`src/hdl/bfwm_pkg.sv`:
```
// bfwm_pkg: shared types, constants and a case folding helper for the bloom filter
// depends on nothing
package bfwm_pkg;

  localparam logic [31:0] MM_C1 = 32'hcc9e2d51;
  localparam logic [31:0] MM_C2 = 32'h1b873593;
  localparam logic [31:0] MM_N  = 32'he6546b64;
  localparam logic [31:0] FM_C1 = 32'h85ebca6b;
  localparam logic [31:0] FM_C2 = 32'hc2b2ae35;
  localparam int          NUM_SEEDS = 6;

  localparam logic [2:0] REG_FILTER_BITS = 3'd0;
  localparam logic [2:0] REG_HASH_COUNT  = 3'd1;
  localparam logic [2:0] REG_SEED_ZERO   = 3'd2;

  localparam logic OP_INSERT = 1'b0;
  localparam logic OP_QUERY  = 1'b1;

  // byte after case folding
  function automatic logic [7:0] fold_case(input logic [7:0] b);
    logic [7:0] r;
    r = b;
    if (b >= 8'h41 && b <= 8'h5a) r = b + 8'h20;
    return r;
  endfunction

  // word-end job handed from the front part to the back part
  typedef struct packed {
    logic                       op;
    logic [NUM_SEEDS-1:0][31:0] acc;
    logic [23:0]                tail;
    logic [1:0]                 tail_cnt;
    logic [31:0]                len;
  } bfwm_job_t;

endpackage

```
`src/hdl/bfwm_front.sv`:
```
// bfwm_front: byte intake, case folding and murmur3 block mixing
// depends on bfwm_pkg
module bfwm_front
  import bfwm_pkg::*;
(
  input  logic                       clk,
  input  logic                       rst_n,
  input  logic                       in_valid,
  input  logic                       operation,
  input  logic [7:0]                 char_byte,
  input  logic                       has_byte,
  input  logic                       last_char,
  input  logic [NUM_SEEDS-1:0][15:0] seeds,
  input  logic                       q_full,
  output logic                       busy,
  output logic                       job_valid,
  output bfwm_job_t                  job
);
  // a byte that completes a 4-byte block goes through 3 sequential steps of a shared scramble:
  // step 1: k*c1, step 2: rot, *c2, step 3: per-lane xor/rot/*5+n
  typedef enum logic [1:0] {ST_IDLE, ST_MUL1, ST_MUL2, ST_MIX} fst_t;
  fst_t state_r;

  logic [NUM_SEEDS-1:0][31:0] acc_r;
  logic [23:0] tail_r;
  logic [1:0]  tcnt_r;
  logic [31:0] len_r;
  logic        active_r;
  logic        pend_end_r;
  logic        op_r;
  logic [31:0] k_r;
  logic        job_valid_r;

  logic [7:0]  fb;
  logic [NUM_SEEDS-1:0][31:0] acc_base;
  logic [31:0] k_rot;
  logic        take;

  assign fb   = fold_case(char_byte);
  assign take = in_valid && !busy;
  assign busy = (state_r != ST_IDLE) || pend_end_r;
  assign k_rot = {k_r[16:0], k_r[31:17]};

  always_comb begin
    for (int i = 0; i < NUM_SEEDS; i++)
      acc_base[i] = active_r ? acc_r[i] : {16'd0, seeds[i]};
  end

  assign job_valid = job_valid_r;

  always_ff @(posedge clk) begin
    if (!rst_n) begin
      state_r     <= ST_IDLE;
      active_r    <= 1'b0;
      tcnt_r      <= 2'd0;
      tail_r      <= '0;
      len_r       <= '0;
      pend_end_r  <= 1'b0;
      job_valid_r <= 1'b0;
    end else begin
      job_valid_r <= 1'b0;
      unique case (state_r)
        ST_IDLE: begin
          if (pend_end_r && !q_full) begin
            job_valid_r  <= 1'b1;
            job.op       <= op_r;
            job.acc      <= acc_base;
            job.tail     <= tail_r;
            job.tail_cnt <= tcnt_r;
            job.len      <= len_r;
            pend_end_r   <= 1'b0;
            active_r     <= 1'b0;
            tail_r       <= '0;
            tcnt_r       <= 2'd0;
            len_r        <= '0;
          end else if (take) begin
            op_r       <= operation;
            pend_end_r <= !has_byte || last_char;
            if (has_byte) begin
              if (!active_r) acc_r <= acc_base;
              active_r <= 1'b1;
              len_r    <= len_r + 32'd1;
              if (tcnt_r == 2'd3) begin
                k_r     <= ({fb, tail_r} * MM_C1);
                tail_r  <= '0;
                tcnt_r  <= 2'd0;
                state_r <= ST_MUL2;
              end else begin
                tail_r <= tail_r | (24'(fb) << (5'd8 * 5'(tcnt_r)));
                tcnt_r <= tcnt_r + 2'd1;
              end
            end
          end
        end
        ST_MUL1: state_r <= ST_MUL2;
        ST_MUL2: begin
          k_r     <= k_rot * MM_C2;
          state_r <= ST_MIX;
        end
        ST_MIX: begin
          for (int i = 0; i < NUM_SEEDS; i++) begin
            acc_r[i] <= ({acc_r[i][18:0] ^ k_r[18:0], acc_r[i][31:19] ^ k_r[31:19]}
                         * 32'd5) + MM_N;
          end
          state_r <= ST_IDLE;
        end
        default: state_r <= ST_IDLE;
      endcase
    end
  end
endmodule

```
`config.mk`:
```
export PLATFORM = sky130hd
export DESIGN_NAME = bfwm_front
export DESIGN_NICKNAME = d
export VERILOG_FILES = /design/src/hdl/bfwm_pkg.sv /design/src/hdl/bfwm_front.sv
export SDC_FILE = /design/constraint.sdc
export NUM_CORES = 2
export LEC_CHECK = 0
export BUFFER_PORTS_ARGS = -buffer_cell sky130_fd_sc_hd__buf_2
export CAP_MARGIN = 10
export CORE_UTILIZATION = 30
export CTS_BUF_LIST = sky130_fd_sc_hd__clkbuf_8
export DETAILED_ROUTE_END_ITERATION = 6
export GPL_ROUTABILITY_DRIVEN = 0
export PLACE_DENSITY = 0.5
export SETUP_SLACK_MARGIN = 0.1
export SLEW_MARGIN = 20
export SYNTH_ARGS = -nofsm -noshare
export SYNTH_HDL_FRONTEND = slang
export SYNTH_SLANG_ARGS = --single-unit
```
`constraint.sdc`:
```
create_clock -name clk -period 12.5 [get_ports clk]
set_input_delay 1.25 -clock clk [delete_from_list [all_inputs] [get_ports clk]]
set_output_delay 1.25 -clock clk [all_outputs]
set_load 0.02 [all_outputs]
```
# ---- Word-level counts from Yosys, hierarchy flattened
# Index checks and enable logic that the tools add are counted.
# Widths: inputs -> output; s select.
dict set report totals {
  word_cells 129
  register_bits 539
  in_bits 111
}
dict set report classes {
  n_mul 8
  bitwise 14
  reduce_logical 22
  n_eq_ne 9
  n_lt_le_gt_ge 2
  add_sub_neg 9
  shifts 1
  n_mux 39
}
# operator count
set ops {}
lappend ops {{$mux 192} 4}
lappend ops {{$mux 32} 13}
lappend ops {{$pmux 192 s2} 1}
lappend ops {{$add 32x32->32 const B} 6}
lappend ops {{$mul 32x3->32 const B} 6}
lappend ops {{$xor 19x19->19} 6}
lappend ops {{$mux 24} 4}
lappend ops {{$xor 13x13->13} 6}
lappend ops {{$pmux 32 s2} 1}
lappend ops {{$add 32x1->32 const B} 1}
lappend ops {{$mul 32x29->32 const B} 1}
lappend ops {{$mul 32x31->32 const B} 1}
lappend ops {{$or 24x24->24} 1}
lappend ops {{$shl 8x5->24} 1}
lappend ops {{$mux 2} 8}
lappend ops {{$reduce_and 6->1} 2}
lappend ops {{$ne 2x2->1 const B} 5}
lappend ops {{$reduce_bool 2->1} 5}
lappend ops {{$add 8x6->8 const B} 1}
lappend ops {{$ge 8x7->1 const B} 1}
lappend ops {{$le 8x7->1 const B} 1}
lappend ops {{$mux 8} 1}
lappend ops {{$pmux 2 s4} 1}
lappend ops {{$reduce_and 4->1} 2}
lappend ops {{other kinds (11)} 25}

# ---- Logic depth before layout (Yosys ltp)
dict set report logic_depth {
  depth_word 9
  depth_mapped 27
  depth_no_buf 26
}

# ---- Worst setup path before layout
# No wires, ideal clock.
dict set report synth_timing {
  path_type {input-to-reg}
  start {input q_full}
  end {register job[0] in the netlist's numbering (enable)}
  path_slack_ns -0.595
  arrival_ns 12.227
  cell_stages 4
  setup_time_ns 0.869
  cell_sequence {nand3b_1 > clkbuf_1 > buf_1 > nor2_1}
}
dict set report synth_between {
  elab_chain_cells 3
}
# element line_no
set synth_rtl {}
lappend synth_rtl {{start, declared} bfwm_front.sv:14} ;# input logic q_full,
lappend synth_rtl {{$logic_not 1->1} bfwm_front.sv:64} ;# if (pend_end_r && !q_full) begin
lappend synth_rtl {{$logic_and 1x1->1} bfwm_front.sv:64}
lappend synth_rtl {{$reduce_and 3->1 (no source line)} -}
lappend synth_rtl {{end, declared} bfwm_front.sv:17} ;# output bfwm_job_t job
# No other way between the ends.
# A chain may end at the register's enable or synchronous reset.

# ---- Worst setup path after layout
dict set report layout_timing {
  start {register k_r[30]}
  end {register k_r[30], data pin}
}
dict set report layout_between {
  elab_chain_cells 2
}
# element line_no
set layout_rtl {}
lappend layout_rtl {{start, declared} bfwm_front.sv:31} ;# logic [31:0] k_r;
lappend layout_rtl {{start signal, assigned} bfwm_front.sv:84} ;# k_r <= ({fb, tail_r} * MM_C1);
lappend layout_rtl {{start signal, assigned} bfwm_front.sv:97} ;# k_r <= k_rot * MM_C2;
lappend layout_rtl {{$mul 32x29->32} bfwm_front.sv:97}
lappend layout_rtl {{$pmux 32 s2} bfwm_front.sv:62} ;# unique case (state_r)
# No other way between the ends.

==> flow_summary_export.csv <==
group,metric,value,unit
yosys,syn_area,52060,µm²
timing,slew_violations,0,
routing,final_antenna_net_count,0,
cts,clk_latency,890,ps
yosys,synth_top_area_share,27.46,%
place,dpl.hpwl,127000,µm
yosys,yosys.cell_count.top_type,"inv_1",
die,io_pins,364,
critical_path,path_max_fanout,7,
finish,multi_input_area,32840,µm²
yosys,ys_dominant_reg_cell,"edfxtp_1",
cts,numCtsBuffers,104,
grt,grt_overflow,0,
critical_path,cp_top_family,"adder cells",
routing,post_drt_wl_per_cell,21.03,µm
yosys,yosys_warnings,0,
die,num_rows,152,
die,core_area,171900,µm²
critical_path,cp-startpoint,"k_r[30]$_DFFE_PP_",
cts,cts_tree,"built",
yosys,syn_inst,5050,
yosys,ys_seq_area_share,29.88,%
critical_path,timing.critical_path.buf_inv,5,
place,placedInstanceArea,56730,µm²
routing,dr.pass1.iters,5,
place,port_buffers,363,
critical_path,slowest_delay,810,ps
grt,antenna_found_initial,3,
critical_path,cp-end-kind,"flip-flop",
critical_path,crit_top_cell,"fa_1",
cts,cts.sinks,539,
power,p_leak,27.56,nW
routing,drt_wl_total,164900,µm
finish,nFillCells,17620,
cts,htreeDepth,3,
timing,worst_pin_slew,1358,ps
critical_path,crit_path_top_delay_cell,"edfxtp_1",
die,start_util,30.28,%
outcome,status,"complete, no violations",
yosys,ys_types,93,
die,die_w,418.6,µm
hold_path,hp-class,"flip-flop to flip-flop",
yosys,synthesis.nets,6315,
critical_path,ff2ff_path_depth,23,
hold_path,hold_start,"len_r[31]$_SDFFE_PN0P_",
finish,drive_gt1_share,12.78,%
critical_path,critical_path_required,13060,ps
yosys,synth_common_cells,"inv_1 (850), ha_1 (738), edfxtp_1 (476)",
grt,grtUsageTotal,18.73,%
grt,grt_pass1_wl,245700,µm
power,p_per_area,95.25,nW/µm²
cts,path_clk_slew,60,ps
critical_path,critical_path_depth,23,
cts,cts_setup_buffers,0,
run,cap_violations,0,
finish,design_area,59030,µm²
timing,max_freq,0.1378,GHz
yosys,avgSynthCellArea,10.31,µm²
timing,rsz0062_at_grt,"no",
yosys,yosys-top-cells-area,"edfxtp_1 (27%), ha_1 (18%), fa_1 (16%)",
finish,post-route-util,34.34,%
cts,ctsLongestPathBuffers,3,
yosys,async_reset_ff_share,0,%
place,placedCellCount,7646,
timing,period_share,58.05,%
power,power,5.623,mW
critical_path,crit_chain,"buf_8 > ha_1 > fa_1 > fa_1 > inv_1 > fa_1 > fa_1 > inv_1 > fa_1 > fa_1 > inv_1 > fa_1 > inv_1 > ha_1 > nand2_1 > nor4_1 > nand2_1 > a2bb2oi_1 > o21a_1 > a31oi_1 > a21oi_1 > mux2i_1 > o21ai_1",
routing,drc,0,
finish,area_growth,13.39,%
finish,fin_cells,7842,
yosys,synth_area_leader_cell,"edfxtp_1",
cts,cts_resized,0,
die,die_y,418.6,µm
timing,finalHoldViolCount,0,
cts,cts_hold_buf,0,
yosys,ys_ff_latch,539,
critical_path,r2r_start,"k_r[30]$_DFFE_PP_",
critical_path,cp_data_arrival_time,7810,ps
hold_path,worstHoldPathCells,0,
power,ir_worst_vdd,73.48,µV
finish,nets,6709,
timing,finalClockSkew,79.76,ps
routing,drt_iter0_drc,2458,
finish,seq_area,15560,µm²
die,fp.dieArea,175200,µm²
timing,maxSlewHeadroom,9.483,%
routing,via_per_inst,4.815,
timing,period_needed,7256,ps
routing,dr_total_vias,37760,
critical_path,worstSetupPathType,"flip-flop to flip-flop",
yosys,synth_edf_count,476,
timing,setup_viol,0,
grt,grt_max_degree,170,
cts,cts_root_buf,"clkbuf_8",
timing,tns,0,ps
critical_path,crit_path_start_kind,"flip-flop",
grt,first_global_vias,38800,
## worst paths after layout
| path | to | slack, ps |
|---|---|---|
| worst max-delay path | k_r[30]$_DFFE_PP_ | 5240 |
| worst min-delay path | job[31]$_DFFE_PP_ | 460 |
| worst max register to register | k_r[30]$_DFFE_PP_ | 5240 |
| worst min register to register | job[31]$_DFFE_PP_ | 460 |
## registers in the layout, summed over array words and instances (netlist names), 2 cells and up
signal / count
tail_r: 24
acc_r: 192
job: 251
tcnt_r: 2
len_r: 32
state_r: 2
k_r: 32
## where the power goes
group / internal [mW] / switching (mW)
clock: 1.09 / 0.898
combinational: 0.634 / 0.919
sequential: 2.03 / 0.0429
total: 3.76 / 1.86
## layout by cell type, fill, tap and decap left out, types with 15 or more instances in the layout
| cell type | instances |
|---|---|
| nand2_1 | 229 |
| xnor2_1 | 178 |
| nor3_1 | 42 |
| a21oi_1 | 273 |
| mux2_2 | 98 |
| o21a_1 | 41 |
| buf_2 | 363 |
| nand4_1 | 23 |
| nor2_1 | 297 |
| o21ai_0 | 197 |
| xor2_1 | 269 |
| nor2b_1 | 23 |
| edfxtp_1 | 476 |
| buf_4 | 49 |
| a21o_1 | 100 |
| a211oi_1 | 38 |
| ha_1 | 738 |
| and3_1 | 37 |
| clkbuf_8 | 107 |
| o31ai_1 | 23 |
| clkinv_1 | 20 |
| nand3b_1 | 15 |
| fa_1 | 416 |
| and2_1 | 112 |
| o21bai_1 | 25 |
| inv_1 | 875 |
| dfxtp_1 | 62 |
| or3_1 | 32 |
| nand2b_1 | 22 |
| nand3_1 | 65 |
| a31oi_1 | 25 |
| o211ai_1 | 22 |
## cell type report
type                       instances  area share [%]
multi-input combinational       3531           55.62
sequential                       539           26.36
inverter                         851           5.411
tap                             2310           4.896
timing repair buffer             417           3.874
clock buffer                     107           2.495
clock inverter                    80           1.314
antenna                            7         0.02967
## cells by family after synthesis
logic type,synth area share [%]
fa+ha+maj,33.73
buf+inv,7.111
simple gates,9.077
compound gates,10.36
flops,29.88
xor+xnor,7.628
mux,2.216
## layer usage
metal / share of wire [%] / wire [µm] / vias to the layer above / global-route usage [%]
met5: 0 / 0 / - / 0
li1: - / - / 17930 / -
met4: 3.3 / 5399 / 0 / 6.420
met2: 47 / 78160 / 920 / 31.22
met1: 45 / 73890 / 18680 / 24.92
met3: 4.5 / 7435 / 222 / 2.346
## metrics by stage
step,worst slack [ps],hold WS [ps]
after global placement,5142,440.8
after CTS,5005,409.7
after detailed placement,5051,453.7
final,5244,462.3
after global routing,4854,461.8
after floorplan,351.4,400.3
No activity file was read; power rests on OpenSTA's default activity.
