`config.mk`:
```
export PLATFORM = sky130hd
export DESIGN_NAME = bfwm_queue
export DESIGN_NICKNAME = d
export VERILOG_FILES = /design/src/hdl/bfwm_pkg.sv /design/src/hdl/bfwm_queue.sv
export SDC_FILE = /design/constraint.sdc
export NUM_CORES = 1
export LEC_CHECK = 0
export BUFFER_PORTS_ARGS = -buffer_cell sky130_fd_sc_hd__buf_2
export CAP_MARGIN = 20
export CELL_PAD_IN_SITES_DETAIL_PLACEMENT = 0
export CELL_PAD_IN_SITES_GLOBAL_PLACEMENT = 1
export CORE_MARGIN = 1.5
export CORE_UTILIZATION = 45
export DETAILED_ROUTE_END_ITERATION = 12
export PLACE_DENSITY = 0.82
export SYNTH_ARGS = -nofsm -noshare
export SYNTH_HDL_FRONTEND = slang
export SYNTH_SLANG_ARGS = --single-unit
```
`constraint.sdc`:
```
create_clock -name clk -period 17.33 [get_ports clk]
set_input_delay 1.733 -clock clk [delete_from_list [all_inputs] [get_ports clk]]
set_output_delay 1.733 -clock clk [all_outputs]
set_load 0.05 [all_outputs]
```
`src/hdl/bfwm_pkg.sv`:
```
// bfwm_pkg: shared types, constants and a case folding helper for the bloom filter
// depends on nothing
package bfwm_pkg;

  localparam logic [31:0] MM_C1 = 32'hcc9e2d51;
  localparam logic [31:0] MM_C2 = 32'h1b873593;
  localparam logic [31:0] MM_N  = 32'he6546b64;
  localparam logic [31:0] FM_C1 = 32'h85ebca6b;
  localparam logic [31:0] FM_C2 = 32'hc2b2ae35;
  localparam int          NUM_SEEDS = 6;

  localparam logic [2:0] REG_FILTER_BITS = 3'd0;
  localparam logic [2:0] REG_HASH_COUNT  = 3'd1;
  localparam logic [2:0] REG_SEED_ZERO   = 3'd2;

  localparam logic OP_INSERT = 1'b0;
  localparam logic OP_QUERY  = 1'b1;

  // byte after case folding
  function automatic logic [7:0] fold_case(input logic [7:0] b);
    logic [7:0] r;
    r = b;
    if (b >= 8'h41 && b <= 8'h5a) r = b + 8'h20;
    return r;
  endfunction

  // word-end job handed from the front part to the back part
  typedef struct packed {
    logic                       op;
    logic [NUM_SEEDS-1:0][31:0] acc;
    logic [23:0]                tail;
    logic [1:0]                 tail_cnt;
    logic [31:0]                len;
  } bfwm_job_t;

endpackage

```
`src/hdl/bfwm_queue.sv`:
```
// bfwm_queue: two entry job queue between front and back parts
// depends on bfwm_pkg
module bfwm_queue
  import bfwm_pkg::*;
(
  input  logic      clk,
  input  logic      rst_n,
  input  logic      push,
  input  bfwm_job_t push_job,
  input  logic      pop,
  output logic      full,
  output logic      not_empty,
  output bfwm_job_t head
);
  bfwm_job_t q_r [2];
  logic       wp_r, rp_r;
  logic [1:0] cnt_r;

  assign full      = (cnt_r == 2'd2);
  assign not_empty = (cnt_r != 2'd0);
  assign head      = q_r[rp_r];

  always_ff @(posedge clk) begin
    if (push) q_r[wp_r] <= push_job;
    if (!rst_n) begin
      wp_r <= 1'b0; rp_r <= 1'b0; cnt_r <= 2'd0;
    end else begin
      if (push) wp_r <= ~wp_r;
      if (pop)  rp_r <= ~rp_r;
      cnt_r <= cnt_r + 2'(push) - 2'(pop);
    end
  end
endmodule

```
== Yosys cells after proc, flatten, opt, wreduce, memory -nomap -nowiden ==
Memory sizes are Yosys's and may differ from the RTL's. A register that Yosys moved wholly into a read port is not among the register bits.
Cells that the tools add are included.

* Register bits after elaboration: 4
* RAM bits: 502
* Input bits: 255
* Output and inout port bits: 253
* Word-level logic and storage cells: 14
* Memories kept: 1

* Add/subtract/negate cells: 2
* Equal/unequal tests: 1
* Muxes and demuxes: 4
* Bitwise operators: 2
* Reduce and logical (&&, ||, !) cells: 1

{| class="wikitable"
|+ Memory list
! memory !! words !! bits a word !! read ports !! clocked after Yosys merged registers in !! wr ports !! RTL line !! source
|-
| q_r || 2 || 251 || 1 || 1 || 1 || bfwm_queue.sv:15 || <nowiki>bfwm_job_t q_r [2];</nowiki>
|}

{| class="wikitable"
|+ Operator list
! kind !! number
|-
| $mux W1 || 4
|-
| $add A2 B1 Y2 || 1
|-
| $eq A2 B2 Y1 const B || 1
|-
| $not A1 Y1 || 2
|-
| $reduce_bool A2 Y1 || 1
|-
| $sub A2 B1 Y2 || 1
|}

== Depth between registers and ports, before layout ==
Gate-level depths: netlist of run 1.

* Word-level depth: 3
* Mapped depth: 6
* Mapped depth without buffers: 6

== Worst setup path before layout of run 1 ==
No wires, ideal clock.

* Path type: input -> register
* Start: in push
* End: reg wp_r
* Arrival time: 13399 ps
* Data required time: 17220 ps
* Setup slack: 3821 ps
* Cell stages on the path: 2
* Buffers on the path: 0
* Cells stage by stage: nor2b_1 o21a_1

{| class="wikitable"
|+ RTL lines
! element !! RTL line !! source
|-
| start: declaration || bfwm_queue.sv:8 || <nowiki>input logic push,</nowiki>
|-
| end signal: assignment || bfwm_queue.sv:28 || <nowiki>if (push) wp_r <= ~wp_r;</nowiki>
|-
| end: declaration || bfwm_queue.sv:16 || <nowiki>logic wp_r, rp_r;</nowiki>
|}

==> results of run 1 <==
==> layout make-up <==
cell class,count,area (sq um)
diodes,7,17.52
clock buffers,66,1385
clock inverters,25,306.5
fillers,3173,18090
inverters,2,7.507
multi-input cells,265,3670
flip-flops and latches,507,15180
well taps,539,674.4
repair buffers,517,2613
==> synth_stat cells (all sizes together) <==
| cell type | number |
|---|---|
| nor2b | 4 |
| xnor3 | 1 |
| mux2 | 251 |
| buf | 28 |
| o21a | 1 |
| and2 | 4 |
| edfxtp | 502 |
| dfxtp | 5 |
| or2 | 1 |
| inv | 2 |
| ha | 2 |
| xor2 | 1 |
==> worst min path at each step <==
stage          startpoint         to  slack, ns
2_1_floorplan        rp_r  flip-flop       0.55
6_report             rp_r  flip-flop       0.57
5_1_grt              rp_r  flip-flop       0.60
4_1_cts              rp_r  flip-flop       0.58
3_3_place_gp         rp_r  flip-flop       0.56
3_5_place_dp         rp_r  flip-flop       0.57
==> cell families after synthesis <==
kind of cell,count (synthesis),synth area share
adders and majority gates,2,0.001309
muxes,251,0.1851
and+or+nand+nor,9,0.002945
DFF,507,0.7937
xor gates and xnor gates,2,0.001636
buffers and inverters,30,0.01492
AOI/OAI and AO/OA,1,0.0003928
==> state kept, by name, summed over array words and instances, names as in the netlist, named ones only <==
register,cells
cnt_r,2
q_r,502
rp_r,1
wp_r,1
==> metal layers <==
metal	global-route usage	up-vias
li1	-	4290
met5	0	-
met4	0.07246	4
met2	0.2991	320
met1	0.1847	4595
met3	0.04944	70
==> layout by cell type (no fill, tap or decap) <==
master,count
bufinv_16,7
and2_1,3
mux2_2,61
diode_2,7
clkinvlp_4,3
clkinv_1,7
mux2_4,190
clkbuf_16,53
clkinv_2,6
inv_6,2
xnor3_1,1
nor2b_4,1
o21a_1,1
xor2_1,1
inv_1,2
or2_2,1
buf_2,507
and2_4,1
dfxtp_4,1
nor2b_1,3
clkbuf_8,1
dfxtp_1,4
edfxtp_1,502
buf_4,10
ha_1,2
clkbuf_1,12
==> power by group <==
group          internal (mW)  switching, mW
Sequential              1.42         0.0185
Combinational          0.157          0.338
Clock                  0.666          0.434
Total                   2.24          0.791
==> tightest hold or removal path, stage by stage, from the launching register on <==
cell and delay (ns):
dfxtp_1 0.32, xor2_1 0.07, and2_1 0.15
==> stage by stage <==
step / power, mW / cells / cell area (sq um) / utilization
after floorplan: 1.867 / 802 / 19120 / -
after global placement: 1.955 / 1830 / 22140 / 0.5279
after detailed placement: 1.963 / 1830 / 22140 / 0.5279
after CTS: 3.066 / 1921 / 23830 / 0.5682
after global routing: 3.128 / 1928 / 23850 / 0.5686
final: 3.034 / 1928 / 23850 / 0.5686
==> metrics.cfg, run 1 <==
[status]
status = complete, no violations

[floorplanning]
placementRows = 75
initial_core_util = 0.4558
die_w_microns = 209.1
coreArea_sq_mm = 0.04195
die_area_sq_mm = 0.04373
die_height_microns = 209.1
io-pin-count = 508

[clock_tree]
clockBufferDepth = 3
path_clk_slew_ns = 0.06
cts_tree = built
ctsHoldBuffers = 0
clock_latency_ns = 0.57
h-tree-depth = 2
cts_sinks = 507
cts.repair.resized = 0
cts_setup_buffers = 0
root_buffer = clkbuf_16
numCtsBuffers = 51

[yosys]
netlist_instances = 802
yosys_warnings = 0
synth_area_sq_mm = 0.01912
yosys.area.top_type_share = 0.7884
yosysSeqAreaShare = 0.7937
syn_nets = 1059
synth_cell_types = 14
avgSynthCellArea_sq_um = 23.84
synth_seq_cells = 507
yosys.area.top_type = edfxtp_1
synth_area_leaders = edfxtp_1, mux2_4, mux2_2

[routing]
drt-pass1-iter-count = 5
ant_nets = 0
wl_per_cell_microns = 19.83
dr_wl_met2_mm = 20.24
drt-met1-wl_mm = 14.25
via_per_inst = 4.813
topRoutingLayerUsed = met5
route.vias.total = 9279
wl_mm = 38.23
wl_met3_mm = 2.654
drtIter0Drc = 511
drc = 0

[hold_path]
hold_class = reg2reg
holdPathStages = 2

[timing]
setup-tns-final_ns = 0
period_share = 0.3582
worstMarginPinSlew_ns = 1.099
fin_crit_ns = 6.208
slew_headroom = 0.2672
setup_viol = 0
rsz0062_at_grt = false
report.final.slew_viol_count = 0
finalHoldViolCount = 0
fmax_mhz = 161.1
fin_skew_ns = 0.009655
holdWs_ns = 0.5710
worst_slack_ns = 11.12

[final_layout]
nets = 1601
syn_to_final_growth_pct = 24.75
drive_gt1_frac = 0.6107

[run]
cap_violations = 0

[grt]
grt_pass1_vias = 9594
grt.overflow.total = 0
grt_max_degree = 82
grt_pass1_wl_mm = 55.17
grtUsageTotal = 0.1673
antenna_found_initial = 10

[critical_path]
criticalPathCategory = reg2out
crit_path_start_kind = flip-flop
r2r_slack_ns = 13.94
critPathMaxStageDelay_ns = 0.92
critPathArrivalTime_ns = 4.48
path_common_cell = buf_4
path_delay_family = buffers and inverters
cp-endpoint = head[238]
critical_path_peak_fanout = 58
endpoint_kind = output pin
r2r_end = q_r[0][244]
worstPathBufferInverterCount = 4
cp.required_ns = 15.60
r2r-start = wp_r
cp_slowest_cell = buf_4
crit_cells = 5
reg2regPathDepth = 3
crit_chain = buf_4 -> buf_4 -> buf_4 -> mux2_4 -> buf_2

[pwr]
peakVddDrop_v = 0.0001127
p_per_area_mw_per_mm2 = 127.2
leakage_nw = 9.343

[place]
hpwlAfterDp_mm = 26.30
dpl_worst_slack_ns = 11.68
gp_congestion = 0.7926
port_buffers = 507

(Power assumes the default switching activity.)
==> inputs of run 2 (changes only) <==
--- a/config.mk
+++ b/config.mk
@@ -10,9 +10,9 @@
 export CELL_PAD_IN_SITES_DETAIL_PLACEMENT = 0
 export CELL_PAD_IN_SITES_GLOBAL_PLACEMENT = 1
 export CORE_MARGIN = 1.5
-export CORE_UTILIZATION = 45
+export CORE_UTILIZATION = 40
 export DETAILED_ROUTE_END_ITERATION = 12
-export PLACE_DENSITY = 0.82
+export PLACE_DENSITY = 0.77
 export SYNTH_ARGS = -nofsm -noshare
 export SYNTH_HDL_FRONTEND = slang
 export SYNTH_SLANG_ARGS = --single-unit
==> constraint.sdc (replaced) <==
create_clock -name clk -period 5.3 [get_ports clk]
set_input_delay 0.53 -clock clk [delete_from_list [all_inputs] [get_ports clk]]
set_output_delay 0.53 -clock clk [all_outputs]
set_load 0.05 [all_outputs]
==> metrics.cfg, run 2 (synthesized netlist as in run 1, its figures left out) <==
[final_layout]
syn_to_final_growth_pct = 25.31
drive_gt1_frac = 0.6105  ; about the same
largestRegisters = q_r x502, cnt_r x2
postLayoutCellArea_sq_mm = 0.02396  ; +0.45%
fin_cells = 1998  ; +3.6%
multi_input_area_sq_mm = 0.003670  ; unchanged
register_area_sq_mm = 0.01518  ; unchanged
mostFrequentLayoutCell = buf_2
fillers = 3849  ; +21%
largest_register_ffs = 502  ; unchanged
top_register = q_r
nets = 1600  ; -0.062%
layout.cells.most_common_list = buf_2, edfxtp_1, mux2_4

[timing]
finalHoldViolCount = 0  ; unchanged
fin_skew_ns = 0.01192  ; +0.002260 ns
rsz0062_at_grt = false
setup-tns-final_ns = 0  ; unchanged
period_share = 0.6184
setup_viol = 0  ; unchanged
report.final.slew_viol_count = 0  ; unchanged
fin_crit_ns = 3.277
slew_headroom = 0.3814  ; +0.1142
holdWs_ns = 0.1415  ; -0.4295 ns
worstMarginPinSlew_ns = 0.9280  ; -0.1713 ns
fmax_mhz = 305.1

[hold_path]
min_to = q_r[0][51]
holdPathStages = 1  ; -1
hold_class = in2reg
min-delay-start = push_job[51]

[critical_path]
cp.required_ns = 4.77  ; -10.83 ns
crit_path_start_kind = flip-flop
reg2regPathDepth = 2  ; -1
r2r_slack_ns = 3.59  ; -10.35 ns
critical_path_peak_fanout = 71  ; +22%
r2r-start = wp_r
endpoint_kind = output pin
r2r_end = q_r[1][62]
criticalPathCategory = reg2out
critPathArrivalTime_ns = 2.75  ; -1.73 ns

[clock_tree]
cts_setup_buffers = 0  ; unchanged
cts.repair.resized = 0  ; unchanged
path_clk_slew_ns = 0.06  ; about the same
clockBufferDepth = 3  ; unchanged
root_buffer = clkbuf_16
cts_sinks = 507  ; unchanged
h-tree-depth = 2  ; unchanged
cts_tree = built
clock_latency_ns = 0.56  ; about the same
numCtsBuffers = 51  ; unchanged
ctsHoldBuffers = 0  ; unchanged

[pwr]
p_per_area_mw_per_mm2 = 409.0  ; +220%
peakVddDrop_v = 0.0003430  ; +200%
leakage_nw = 9.333  ; -0.10%

[grt]
grt_pass1_wl_mm = 59.15  ; +7.2%
grt_max_degree = 139  ; +70%
antenna_found_initial = 10  ; unchanged
grt.overflow.total = 0  ; unchanged
grtUsageTotal = 0.1586  ; -0.008726
grt_pass1_vias = 9703  ; +1.1%

[routing]
drc = 0  ; unchanged
ant_nets = 0  ; unchanged
via_per_inst = 4.683  ; -2.7%
wl_per_cell_microns = 19.94  ; +0.58%
wl_mm = 39.85  ; +4.2%
drt-pass1-iter-count = 5  ; unchanged
route.vias.total = 9357  ; +0.84%
drtIter0Drc = 564  ; +10%

[floorplanning]
coreArea_sq_mm = 0.04685  ; +12%
die_height_microns = 221.6  ; +6.0%
die_area_sq_mm = 0.04912  ; +12%
placementRows = 79  ; +5.3%
io-pin-count = 508  ; unchanged
initial_core_util = 0.4081  ; -0.04773
die_w_microns = 221.6  ; +6.0%

[place]
gp_congestion = 0.7889  ; -0.47%
dpl_cell_area_sq_mm = 0.02231  ; +0.75%
port_buffers = 507  ; unchanged
hpwlAfterDp_mm = 27.53  ; +4.7%
dpl.cell_count = 1897  ; +3.7%

[run]
cap_violations = 0  ; unchanged

[status]
status = complete, no violations

==> run 2: cell count changes in the layout (fill, tap and decap cells not counted) <==
| cell | before | now |
|---|---|---|
| buf_12 | 0 | 7 |
| buf_4 | 10 | 2 |
| bufinv_16 | 7 | 4 |
| clkbuf_1 | 12 | 7 |
| clkbuf_8 | 1 | 0 |
| clkinv_1 | 7 | 13 |
| clkinv_2 | 6 | 8 |
| clkinv_4 | 0 | 2 |
| clkinvlp_4 | 3 | 5 |
==> run 2: metrics by stage <==
stage,power [mW],setup WS [ns],util
floorplan,6.058,0.5706,-
global placement,6.406,2.654,0.4761
detailed placement,6.432,2.603,0.4761
CTS,9.922,1.969,0.5110
global route,10.14,1.869,0.5113
finish,9.800,2.023,0.5114
==> run 2: worst max-delay path by stage <==
| stage | end | cells past startpoint |
|---|---|---|
| after global placement | head[86] | 3 |
| after detailed placement | head[147] | 3 |
| after CTS | head[147] | 3 |
| after floorplan | q_r[0][0] | 1 |
| after global routing | head[232] | 3 |
| final | head[232] | 3 |
==> run 2: critical path, stage by stage, from the launching register on <==
cell	delay, ns
dfxtp_4	0.94
buf_12	0.44
mux2_4	0.36
buf_2	0.21
==> run 2: routing by layer <==
| layer | global-route usage | routed length, microns | vias up |
|---|---|---|---|
| met5 | 0 | 55 | - |
| met2 | 0.2872 | 21220 | 336 |
| met3 | 0.05076 | 2854 | 73 |
| met1 | 0.1726 | 14600 | 4638 |
| met4 | 0.05966 | 1121 | 8 |
| li1 | - | - | 4302 |
==> run 2: layout make-up <==
type                    count  area share
flip-flops and latches    507      0.6335
repair buffers            516      0.1124
clock inverters            34     0.01175
well taps                 607     0.03170
clock buffers              60     0.05645
multi-input cells         265      0.1532
inverters                   2   0.0003133
diodes                      7   0.0007311
==> run 2: power by group <==
group / total [mW] / switching (mW) / leakage [nW] / internal [mW]
logic: 1.61 / 1.10 / 3.79 / 0.517
registers: 4.72 / 0.0726 / 4.75 / 4.64
clock network: 3.47 / 1.45 / 0.788 / 2.02
==> inputs of run 3 (changes only) <==
--- a/config.mk
+++ b/config.mk
@@ -10,9 +10,9 @@
 export CELL_PAD_IN_SITES_DETAIL_PLACEMENT = 0
 export CELL_PAD_IN_SITES_GLOBAL_PLACEMENT = 1
 export CORE_MARGIN = 1.5
-export CORE_UTILIZATION = 40
+export CORE_UTILIZATION = 45
 export DETAILED_ROUTE_END_ITERATION = 12
-export PLACE_DENSITY = 0.77
+export PLACE_DENSITY = 0.82
 export SYNTH_ARGS = -nofsm -noshare
 export SYNTH_HDL_FRONTEND = slang
 export SYNTH_SLANG_ARGS = --single-unit
==> constraint.sdc (replaced) <==
create_clock -name clk -period 3.3 [get_ports clk]
set_input_delay 0.33 -clock clk [delete_from_list [all_inputs] [get_ports clk]]
set_output_delay 0.33 -clock clk [all_outputs]
set_load 0.05 [all_outputs]
==> metrics.cfg, run 3 (synthesized netlist as in run 1, its figures left out) <==
[place]
dpl.cell_count = 1842  ; -2.9%
gp_congestion = 0.7621  ; -3.4%
dpl_worst_slack_ns = 1.158  ; -1.445 ns
dpl_cell_area_sq_mm = 0.02236  ; +0.22%
hpwlAfterDp_mm = 27.20  ; -1.2%
port_buffers = 507  ; unchanged

[routing]
drt-pass1-iter-count = 4  ; -1
drc = 0  ; unchanged
wl_mm = 43.96  ; +10%
via_per_inst = 4.788  ; +2.2%
wl_per_cell_microns = 20.06  ; +0.60%
ant_nets = 0  ; unchanged
route.vias.total = 10490  ; +12%
drtIter0Drc = 590  ; +4.6%

[clock_tree]
clockBufferDepth = 3  ; unchanged
cts_tree = built
numCtsBuffers = 51  ; unchanged
path_clk_slew_ns = 0.06  ; about the same
h-tree-depth = 2  ; unchanged
clock_latency_ns = 0.57  ; about the same
root_buffer = clkbuf_16
cts_setup_buffers = 0  ; unchanged
cts_sinks = 507  ; unchanged

[final_layout]
top_register = q_r
drive_gt1_frac = 0.5185  ; -0.09205
fin_cells = 2191  ; +9.7%
syn_to_final_growth_pct = 38.90
fillers = 2846  ; -26%
postLayoutCellArea_sq_mm = 0.02656  ; +11%
multi_input_area_sq_mm = 0.003670  ; unchanged
register_area_sq_mm = 0.01518  ; unchanged
largestRegisters = q_r x502, cnt_r x2
mostFrequentLayoutCell = buf_2
nets = 1865  ; +17%
post-route-util = 0.6331  ; +0.1218
layout.cells.most_common_list = buf_2, edfxtp_1, dlygate4sd3_1
largest_register_ffs = 502  ; unchanged

[run]
cap_violations = 0  ; unchanged

[hold_path]
hold_class = in2reg

[grt]
grt_max_degree = 127  ; -8.6%
grt.overflow.total = 0  ; unchanged
grt_pass1_vias = 11460  ; +18%
grtUsageTotal = 0.1960  ; +0.03738
grt_pass1_wl_mm = 65.03  ; +9.9%
antenna_found_initial = 3  ; -7

[timing]
report.final.slew_viol_count = 0  ; unchanged
slew_headroom = 0.4655  ; +0.08415
setup_viol = 0  ; unchanged
fin_crit_ns = 2.712
holdWs_ns = 0.1136  ; -0.02789 ns
fin_skew_ns = 0.007747  ; -0.004168 ns
worst_slack_ns = 0.5884  ; -1.434 ns
period_share = 0.8217
finalHoldViolCount = 0  ; unchanged
setup-tns-final_ns = 0  ; unchanged
worstMarginPinSlew_ns = 0.8017  ; -0.1262 ns
fmax_mhz = 368.8
rsz0062_at_grt = false

[critical_path]
crit_path_start_kind = flip-flop
r2r_slack_ns = 1.37  ; -2.22 ns
criticalPathCategory = reg2out
cp.required_ns = 2.97  ; -1.80 ns
critical_path_peak_fanout = 28  ; -61%
critPathMaxStageDelay_ns = 0.65  ; -0.29 ns
endpoint_kind = output pin
critPathArrivalTime_ns = 2.38  ; -0.37 ns
worstPathBufferInverterCount = 3  ; +1
cp_slowest_cell = dfxtp_4
path_delay_family = buffers and inverters
crit_chain = buf_12 -> buf_4 -> mux2_2 -> buf_2

[floorplanning]
io-pin-count = 508  ; unchanged
die_w_microns = 209.1  ; -5.6%
coreArea_sq_mm = 0.04195  ; -10%
die_area_sq_mm = 0.04373  ; -11%
placementRows = 75  ; -5.1%
initial_core_util = 0.4558  ; +0.04773
die_height_microns = 209.1  ; -5.6%

[pwr]
p_per_area_mw_per_mm2 = 611.4  ; +49%
peakVddDrop_v = 0.0005855  ; +71%
power_mw = 16.24  ; +66%
leakage_nw = 10.49  ; +12%

[status]
status = complete, no violations

==> run 3: tightest hold or removal path, cell delays in order <==
cell and delay (ns):
buf_2 0.10, xor2_1 0.07, and2_1 0.15
==> run 3: path summary, 6_finish.rpt <==
check,from,endpoint,cells past startpoint
worst min-delay path,pop,flip-flop,3
worst max register to register,wp_r,q_r[1][88],2
worst max-delay path,flip-flop,head[57],4
worst min register to register,rp_r,flip-flop,2
==> run 3: where the power goes <==
part           switching (mW)  total [mW]  internal [mW]
Clock                    2.33        5.75           3.42
Sequential              0.106        7.56           7.46
Combinational            1.88        2.92           1.05
==> run 3: routing by layer <==
layer,share of wire,up-vias,GRT usage,routed length [microns]
met5,0,-,0,0
met4,0.027,0,0.07196,1177
met3,0.061,72,0.05140,2670
met2,0.54,386,0.3544,23610
met1,0.38,5214,0.2224,16500
li1,-,4819,-,-
==> run 3: timing repair <==
action / in CTS / in global routing
hold endpoints to repair: 506 / 0
hold buffers: 252 / 0
gates resized for setup: 0 / 0
==> run 3: area by class of cell <==
| class | instances | share of cell area |
|---|---|---|
| clock buffer | 74 | 0.05441 |
| inverter | 2 | 0.0002827 |
| multi-input combinational | 265 | 0.1382 |
| timing repair buffer | 781 | 0.2015 |
| tap | 539 | 0.02539 |
| antenna | 3 | 0.0002827 |
| clock inverter | 20 | 0.008480 |
| sequential | 507 | 0.5715 |
